--- config.mk ---
export PLATFORM = sky130hd
export DESIGN_NAME = dfd_cell
export DESIGN_NICKNAME = d
export VERILOG_FILES = /design/src/sv/dfd_pkg.sv /design/src/sv/dfd_cell.sv
export SDC_FILE = /design/constraint.sdc
export NUM_CORES = 1
export LEC_CHECK = 0
export ABC_AREA = 0
export BUFFER_PORTS_ARGS = -buffer_cell sky130_fd_sc_hd__clkbuf_2
export CAP_MARGIN = 20
export CORE_AREA = 2 2 255 156
export CTS_CLUSTER_DIAMETER = 120
export DETAILED_ROUTE_END_ITERATION = 10
export DIE_AREA = 0 0 257 158
export GPL_TIMING_DRIVEN = 0
export PLACE_DENSITY = 0.62
export SLEW_MARGIN = 20
export SYNTH_ARGS = -nofsm -noshare
export SYNTH_HDL_FRONTEND = slang
export SYNTH_SLANG_ARGS = --single-unit
export TNS_END_PERCENT = 30
--- constraint.sdc ---
create_clock -name clk -period 0.8 [get_ports clk]
set_input_delay 0.04 -clock clk [delete_from_list [all_inputs] [get_ports clk]]
set_output_delay 0.04 -clock clk [all_outputs]
set_load 0.005 [all_outputs]
--- src/sv/dfd_pkg.sv ---
// Package for the ducted-fan derivative block: constants, types, CORDIC arctangent table.
`default_nettype none
package dfd_pkg;
    localparam int TABLE_LEN = 30;
    localparam logic signed [18:0] PI_Q16 = 19'sd205887;
    localparam logic signed [18:0] HALF_PI_Q16 = 19'sd102944;
    localparam logic signed [33:0] CORDIC_GAIN = 34'sh026DD3B6A;
    localparam logic [1:0] REG_DAMPING = 2'd0;
    localparam logic [1:0] REG_INV_MASS = 2'd1;
    localparam logic [1:0] REG_GRAVITY = 2'd2;
    localparam logic [1:0] REG_ARM = 2'd3;
    localparam int CFG_IDX_W = 8;
    localparam int CFG_DATA_W = 31;

    typedef logic [30:0] cfg_word_t;
    typedef logic signed [33:0] cvec_t;

    // item travelling beside the CORDIC chain
    typedef struct packed {
        logic        flip;
        logic signed [31:0] vel_x;
        logic signed [31:0] vel_y;
        logic signed [13:0] thrust_main;
        logic signed [13:0] thrust_side;
    } side_t;

    typedef struct packed {
        logic signed [31:0] accel_x;
        logic signed [31:0] accel_y;
        logic signed [31:0] accel_angle;
    } result_t;

    function automatic logic signed [33:0] atan_q30(input logic [4:0] i);
        logic signed [33:0] r;
        r = '0;
        unique case (i)
            5'd0: r = 34'sh03243F6A8; 5'd1: r = 34'sh01DAC6705;
            5'd2: r = 34'sh00FADBAFC; 5'd3: r = 34'sh007F56EA6;
            5'd4: r = 34'sh003FEAB76; 5'd5: r = 34'sh001FFD55B;
            5'd6: r = 34'sh000FFFAAA; 5'd7: r = 34'sh0007FFF55;
            5'd8: r = 34'sh0003FFFEA; 5'd9: r = 34'sh0001FFFFD;
            5'd10: r = 34'sh000FFFFF; 5'd11: r = 34'sh0007FFFF;
            5'd12: r = 34'sh0003FFFF; 5'd13: r = 34'sh0001FFFF;
            5'd14: r = 34'sh0000FFFF; 5'd15: r = 34'sh00007FFF;
            5'd16: r = 34'sh00003FFF; 5'd17: r = 34'sh00001FFF;
            5'd18: r = 34'sh00000FFF; 5'd19: r = 34'sh000007FF;
            5'd20: r = 34'sh000003FF; 5'd21: r = 34'sh000001FF;
            5'd22: r = 34'sh000000FF; 5'd23: r = 34'sh0000007F;
            5'd24: r = 34'sh0000003F; 5'd25: r = 34'sh0000001F;
            5'd26: r = 34'sh0000000F; 5'd27: r = 34'sh00000008;
            5'd28: r = 34'sh00000004; 5'd29: r = 34'sh00000002;
            default: r = '0;
        endcase
        return r;
    endfunction

    // truncate toward zero after dropping s fraction bits
    function automatic logic signed [79:0] trunc_shift(input logic signed [79:0] v,
                                                         input int s);
        logic signed [79:0] m;
        m = (v < 0) ? -v : v;
        m = m >>> s;
        return (v < 0) ? -m : m;
    endfunction

    function automatic logic signed [31:0] sat32(input logic signed [79:0] v);
        logic signed [31:0] r;
        if (v > 80'sd2147483647) r = 32'sh7FFFFFFF;
        else if (v < -80'sd2147483648) r = 32'sh80000000;
        else r = v[31:0];
        return r;
    endfunction
endpackage
`default_nettype wire

--- src/sv/dfd_cell.sv ---
// One CORDIC rotation cell: rotates the vector by one table angle and passes it on.
`default_nettype none
module dfd_cell #(
    parameter int STAGE = 0
) (
    input  wire logic                clk,
    input  wire logic                rst_n,
    input  wire logic                en,
    input  wire logic                valid_in,
    input  wire dfd_pkg::cvec_t      x_in,
    input  wire dfd_pkg::cvec_t      y_in,
    input  wire dfd_pkg::cvec_t      z_in,
    input  wire dfd_pkg::side_t      side_in,
    output logic                     valid_out,
    output dfd_pkg::cvec_t           x_out,
    output dfd_pkg::cvec_t           y_out,
    output dfd_pkg::cvec_t           z_out,
    output dfd_pkg::side_t           side_out
);
    import dfd_pkg::*;
    localparam logic [4:0] IDX = 5'(STAGE);
    cvec_t dx, dy, x_next, y_next, z_next;
    logic valid_reg;
    cvec_t x_reg, y_reg, z_reg;
    side_t side_reg;

    always_comb
    begin
        dx = y_in >>> STAGE;
        dy = x_in >>> STAGE;
        if (!z_in[33])
        begin
            x_next = x_in - dx;
            y_next = y_in + dy;
            z_next = z_in - atan_q30(IDX);
        end
        else
        begin
            x_next = x_in + dx;
            y_next = y_in - dy;
            z_next = z_in + atan_q30(IDX);
        end
    end

    always_ff @(posedge clk or negedge rst_n)
    begin
        if (!rst_n)
            valid_reg <= 1'b0;
        else if (en)
            valid_reg <= valid_in;
    end

    always_ff @(posedge clk)
    begin
        if (en)
        begin
            x_reg <= x_next;
            y_reg <= y_next;
            z_reg <= z_next;
            side_reg <= side_in;
        end
    end

    assign valid_out = valid_reg;
    assign x_out = x_reg;
    assign y_out = y_reg;
    assign z_out = z_reg;
    assign side_out = side_reg;
endmodule
`default_nettype wire

==> results of run 1 <==
==> cells in the final DEF, fill, tap and decap left out, types with 30 or more instances in the layout <==
cell / instances
a21o_1: 41
dlygate4sd3_1: 100
edfxtp_1: 194
buf_6: 65
ha_1: 90
nor2_1: 74
ha_4: 30
buf_4: 75
a21oi_2: 38
o21ai_0: 39
a21oi_1: 95
clkbuf_2: 364
inv_1: 87
nand2_1: 50
xnor2_1: 63
==> timing repair <==
item | CTS | global route
buffers inserted | 79 | 52
pin swaps | 132 | 141
hold endpoints to repair | 102 | 32
endpoints found under the setup margin | 293 | 291
gates resized for setup | 331 | 179
gates cloned | 1 | 0
==> worst max-delay path: cells and delay by family <==
kind,cells,cell delay (ns)
AOI/OAI and AO/OA,6,1.47
xor gates and xnor gates,1,0.16
adders and majority gates,2,0.53
buffers and inverters,2,0.15
and+or+nand+nor,2,0.27
==> stage by stage <==
step	power [W]	utilization	hold slack [ns]	setup TNS, ns
final	0.0358	0.548	-0.0698	-143.56
after global routing	0.0372	0.548	-0.0762	-156.14
after CTS	0.0345	0.520	-0.0237	-140.83
after detailed placement	0.0228	0.425	-0.184	-243.87
after global placement	0.0228	0.423	-0.184	-796.74
after floorplan	0.0186	-	-0.256	-110.68
==> cell type report <==
cell class / count / share of cell area
Timing Repair Buffer: 619 / 0.209
Inverter: 112 / 0.0238
Clock inverter: 15 / 0.0107
Tap cell: 522 / 0.0310
Multi-Input combinational cell: 931 / 0.407
Buffer: 48 / 0.0206
Clock buffer: 17 / 0.0202
Sequential cell: 195 / 0.277
==> state kept, by name, indices dropped and copies added, names as in the netlist <==
signal and cells:
x_out 34, z_out 34, valid_out 1, y_out 33, side_out 93
==> per-layer routing <==
| layer | vias up | global-route usage |
|---|---|---|
| li1 | 6017 | - |
| met1 | 6343 | 0.340 |
| met2 | 645 | 0.390 |
| met3 | 72 | 0.0443 |
| met4 | 0 | 0.0617 |
| met5 | - | 0 |
==> worst max-delay path by stage <==
stage | start | endpoint | slack, ns
4_1_cts | y_in[0] | y_out[32] | -1.59
3_3_place_gp | en | valid_out | -3.32
3_5_place_dp | x_in[20] | y_out[33] | -2.74
6_report | y_in[0] | y_out[32] | -1.62
2_1_floorplan | z_in[33] | z_out[33] | -1.68
5_1_grt | y_in[0] | y_out[28] | -1.66
==> logic make-up (layout without fill, tap and decap cells) <==
group,count (synthesis),after routing,synth area share
simple gates,267,267,0.101
compound gates,419,419,0.206
xor+xnor,91,91,0.0600
buf+inv,165,811,0.0497
flops,195,195,0.440
mux,21,21,0.0159
fa+ha+maj,133,133,0.127
==> report_power, final <==
group          internal, W  switching [W]  total (W)
logic              0.00599        0.00711     0.0131
clock network      0.00469        0.00480    0.00949
registers           0.0129       0.000345     0.0132
==> summary.md, run 1 <==
| Metric | Value |
|---|---|
| Placed insts | 2,209 |
| PwrDens | 1700 mW/mm² |
| Routed wl met3 | 4.31 mm |
| Area Overhead vs Synth | 58.7% |
| Post-route met1 wirelength | 22.9 mm |
| Fmax | 0.414 GHz |
| Cell breakdown of the critical path | clkbuf_16 -> inv_8 -> ha_4 -> fa_2 -> nor2b_4 -> o2111ai_4 -> a311oi_2 -> nor2_1 -> a221o_1 -> o21a_2 -> o2111ai_2 -> o21ai_2 -> xnor2_1 |
| Share of layout cells above drive strength 1 | 0.454 |
| Clk_lat worst skew | 0.45 ns |
| R2r setup slk | 0.05 ns |
| CP max FO | 3 |
| Chip width | 257 µm |
| Crit Path Category | input port to flip-flop |
| Failing checks | hold timing, setup timing |
| Drt drc | 0 |
| Largest net degree at the start of global routing | 93 |
| # fillers | 3,259 |
| Vias | 13,100 |
| Synth warn | 0 |
| Slew Limit Fails | 0 |
| Overall Global Routing Usage | 0.243 |
| Leading post-synthesis cells by cell area | edfxtp_1 44%, ha_1 12%, a21oi_1 5.3% |
| Area share of the largest cell type after synthesis | 0.438 |
| Count leader, synth | edfxtp_1 |
| Synthesized area per cell | 10.3 µm² |
| Final setup vio count | 290 |
| Post-CTS Hold Buffers | 100 |
| Routed WL | 52.1 mm |
| Pre-CTS setup slack | -2.74 ns |
| Multi-input gate area | 0.00860 mm² |
| Fin nets | 2,256 |
| Syn nets | 1,623 |
| Worst Path Required | 1.01 ns |
| Global-route wire length before repair | 75.6 mm |
| Worst hold stages | 1 |
| CP startpoint kind | input port |
| Leakage | 8.96 nW |
| Drt pass-1 iters | 5 |
| Hpwl dp | 38.2 mm |
| Chip Height | 158 µm |
| Core Area | 0.0385 mm² |
| Cell area after layout | 0.0211 mm² |
| CTS tree | done |
| Placed inst area | 0.0163 mm² |
| Crit path DAT | 2.62 ns |
| Max layer used | met4 |
| R2R depth | 1 |
| Antenna cells | 0 |
| Worst r2r dst | valid_out |
| Met2 wire len | 23.8 mm |
| Ports | 395 |
| Sequential fraction of the synthesis area | 0.440 |
| Worst setup margin | -1.62 ns |
| Crit. End Element | flip-flop |
| Part of the cycle the worst path needs | 3.02 |
| Hold EP | side_out[2] |
| GRT overflow | 0 |
| Commonest cells in the netlist | 194 x edfxtp_1, 141 x a21oi_1, 129 x ha_1 |
| Primary FF master, synth | edfxtp_1 |
| Post-synth EDFFs | 194 |
| Status | finished with violations |
| Reg area | 0.00585 mm² |
| Skew final | 0 ns |
| CTS H-tree lvls | 4 |
| RSZ-0062 raised after global routing | yes |
| Port bufs | 394 |
| CP peak stage delay | 0.41 ns |
| Drt first-iter violations | 1,134 |
| Vias in the first global route | 12,700 |
| Biggest area consumer among synthesized cells | edfxtp_1 |
| Worst slew pin tran | 0.836 ns |
| Clock transition at path regs | 0.09 ns |
| Max Cap Violations | 0 |
| Detail Route Antenna Nets | 0 |
| Fin. Hold Viols | 33 |
| WL/cell | 21.2 µm |
| Post-Syn Area | 0.0133 mm² |
| CTS Sinks | 195 |
| Post-synth ARST share | 0.00513 |
| Worst min-delay path class | input port to flip-flop |
| Initial Util | 0.346 |
| Initial antenna violation count | 0 |
| Max clock buf depth | 2 |
| Die area | 0.0406 mm² |
| Clk root buf | clkbuf_16 |
| CTS Buf Count | 17 |
| Gp weighted congestion | 0.947 |
| Worst slew margin | 0.443 |
| Rows | 56 |
| Max VDD drop | 1.37 mV |
| Reg-to-Reg Start | valid_out |
| Hold Startpoint | en |
| Finished Layout Cells | 2,459 |
| Syn Inst Count | 1,291 |
| Vias per cell | 5.32 |
| Seq cells post-synth | 195 |
| Hold_ws | -0.0698 ns |
| Fin crit period | 2.42 ns |
| Yosys cell types | 79 |
| Slowest-stage cell, CP | a221o_1 |
No activity file was read; power rests on OpenSTA's default activity.
==> inputs of run 2 (changes only) <==
--- a/config.mk
+++ b/config.mk
@@ -6,14 +6,14 @@
 export NUM_CORES = 1
 export LEC_CHECK = 0
 export ABC_AREA = 0
-export BUFFER_PORTS_ARGS = -buffer_cell sky130_fd_sc_hd__clkbuf_2
 export CAP_MARGIN = 20
 export CORE_AREA = 2 2 255 156
 export CTS_CLUSTER_DIAMETER = 120
 export DETAILED_ROUTE_END_ITERATION = 10
 export DIE_AREA = 0 0 257 158
+export DONT_BUFFER_PORTS = 1
 export GPL_TIMING_DRIVEN = 0
-export PLACE_DENSITY = 0.62
+export PLACE_DENSITY = 0.52
 export SLEW_MARGIN = 20
 export SYNTH_ARGS = -nofsm -noshare
 export SYNTH_HDL_FRONTEND = slang
==> summary.md, run 2 (synthesis gave the netlist of run 1 again) <==
| Metric | Value |
|---|---|
| Pre-CTS setup slack | -2.75 ns |
| Part of the cycle the worst path needs | 2.94 |
| Initial Util | 0.346 |
| R2r setup slk | 0 ns |
| Crit. End Element | flip-flop |
| Global-route wire length before repair | 70.5 mm |
| Leakage | 7.38 nW |
| GRT overflow | 0 |
| Commonest cells after routing, fill and taps aside | 194 x edfxtp_1, 103 x dlygate4sd3_1, 94 x ha_1 |
| Chip width | 257 µm |
| Antenna cells | 0 |
| Worst slew pin tran | 0.654 ns |
| Share of layout cells above drive strength 1 | 0.340 |
| Vias in the first global route | 11,000 |
| Vias | 11,600 |
| Commonest non-fill, non-tap cell in the layout | edfxtp_1 |
| Worst slew margin | 0.560 |
| Placed inst area | 0.0143 mm² |
| Fin crit period | 2.35 ns |
| Clk root buf | clkbuf_16 |
| Worst setup margin | -1.55 ns |
| Beginning of the critical path | y_in[0] |
| Clock transition at path regs | 0.08 ns |
| Routed WL | 49.2 mm |
| Status | finished with violations |
| Port bufs | 0 |
| CTS Sinks | 195 |
| Post-CTS Hold Buffers | 103 |
| Max Cap Violations | 0 |
| Worst Path Required | 0.98 ns |
| Detail Route Antenna Nets | 0 |
| Hold_ws | -0.267 ns |
| Die area | 0.0406 mm² |
| CTS Buf Count | 17 |
| Hpwl dp | 36.3 mm |
| CTS H-tree lvls | 4 |
| Chip Height | 158 µm |
| # fillers | 3,414 |
| Slew Limit Fails | 0 |
| Final setup vio count | 290 |
| Crit path DAT | 2.53 ns |
| Max reg flops | 93 |
| Failing checks | hold timing, setup timing |
| Crit Path Category | input port to flip-flop |
| RSZ-0062 raised after global routing | yes |
| Fin util | 0.502 |
| WL/cell | 23.7 µm |
| Max clock buf depth | 2 |
| Largest net degree at the start of global routing | 196 |
| Area Overhead vs Synth | 45.2% |
| Worst min-delay path class | input port to flip-flop |
| Core Area | 0.0385 mm² |
| CTS tree | done |
| Drt first-iter violations | 1,176 |
| Gp weighted congestion | 0.960 |
| Max VDD drop | 1.40 mV |
| Worst setup path endpoint | y_out[30] |
| Skew final | 0 ns |
| Initial antenna violation count | 0 |
| CP startpoint kind | input port |
| Multi-input gate area | 0.00884 mm² |
| Overall Global Routing Usage | 0.231 |
| Fin nets | 1,877 |
| PwrDens | 1730 mW/mm² |
| Fmax | 0.425 GHz |
| Drt drc | 0 |
| Reg area | 0.00585 mm² |
| Reg-to-Reg Start | valid_out |
| Worst r2r dst | valid_out |
| Cell area after layout | 0.0193 mm² |
| CP max FO | 3 |
| Drt pass-1 iters | 5 |
| Vias per cell | 5.56 |
| Rows | 56 |
| Clk_lat worst skew | 0.45 ns |
| R2R depth | 1 |
| Ports | 395 |
| Fin. Hold Viols | 112 |
## run 2: per-layer routing
| layer | vias to the layer above | global-route usage | share of wire |
|---|---|---|---|
| li1 | 5266 | - | - |
| met1 | 5665 | 0.321 | 0.44 |
| met2 | 558 | 0.351 | 0.45 |
| met3 | 71 | 0.0607 | 0.092 |
| met4 | 0 | 0.0703 | 0.024 |
| met5 | - | 0 | 0 |
## run 2: repair_timing
action,in CTS,in global routing
hold endpoints to repair,308,201
cloned,1,0
buffers inserted,96,56
setup endpoints to repair,290,290
resized for setup,368,169
pin swaps,142,129
## run 2: power by group
part / switching [W] / total [W] / internal [W]
clock: 0.00434 / 0.00856 / 0.00423
sequential: 0.000887 / 0.0138 / 0.0129
combinational: 0.00592 / 0.0110 / 0.00512
total: 0.0111 / 0.0334 / 0.0223
## run 2: how the worst min path moves through the flow
stage / from / to / slack, ns / cells past startpoint
5_1_grt: en / x_out[2] / -0.29 / 0
3_5_place_dp: rst_n / valid_out / -0.26 / 0
4_1_cts: en / x_out[2] / -0.30 / 0
3_3_place_gp: rst_n / valid_out / -0.26 / 0
6_report: en / x_out[2] / -0.27 / 0
2_1_floorplan: rst_n / valid_out / -0.26 / 0
## run 2: stage by stage
| step | cells | hold WS [ns] | setup TNS, ns | total power [W] |
|---|---|---|---|---|
| after floorplan | 1291 | -0.256 | -110.68 | 0.0186 |
| after global placement | 1813 | -0.256 | -160.62 | 0.0210 |
| after detailed placement | 1813 | -0.256 | -159.99 | 0.0210 |
| after CTS | 2040 | -0.300 | -110.81 | 0.0323 |
| after global routing | 2080 | -0.292 | -123.83 | 0.0348 |
| final | 2080 | -0.267 | -112.61 | 0.0334 |
## run 2: worst max-delay path, cell delays in order
cell	delay, ns
inv_8	0.01
ha_4	0.15
fa_2	0.37
nor2b_4	0.14
o2111ai_2	0.16
a311oi_2	0.41
buf_4	0.19
nor3_2	0.06
o21a_2	0.28
o21ai_4	0.22
buf_12	0.14
a21oi_2	0.05
a21oi_2	0.16
xnor2_1	0.12
## run 2: final cells by class
class | instances | area share
well taps | 522 | 0.0338
plain buffers | 47 | 0.0254
flip-flops and latches | 195 | 0.303
repair buffers | 241 | 0.120
multi-input cells | 931 | 0.458
inverters | 112 | 0.0285
clock inverters | 15 | 0.00953
clock buffers | 17 | 0.0220
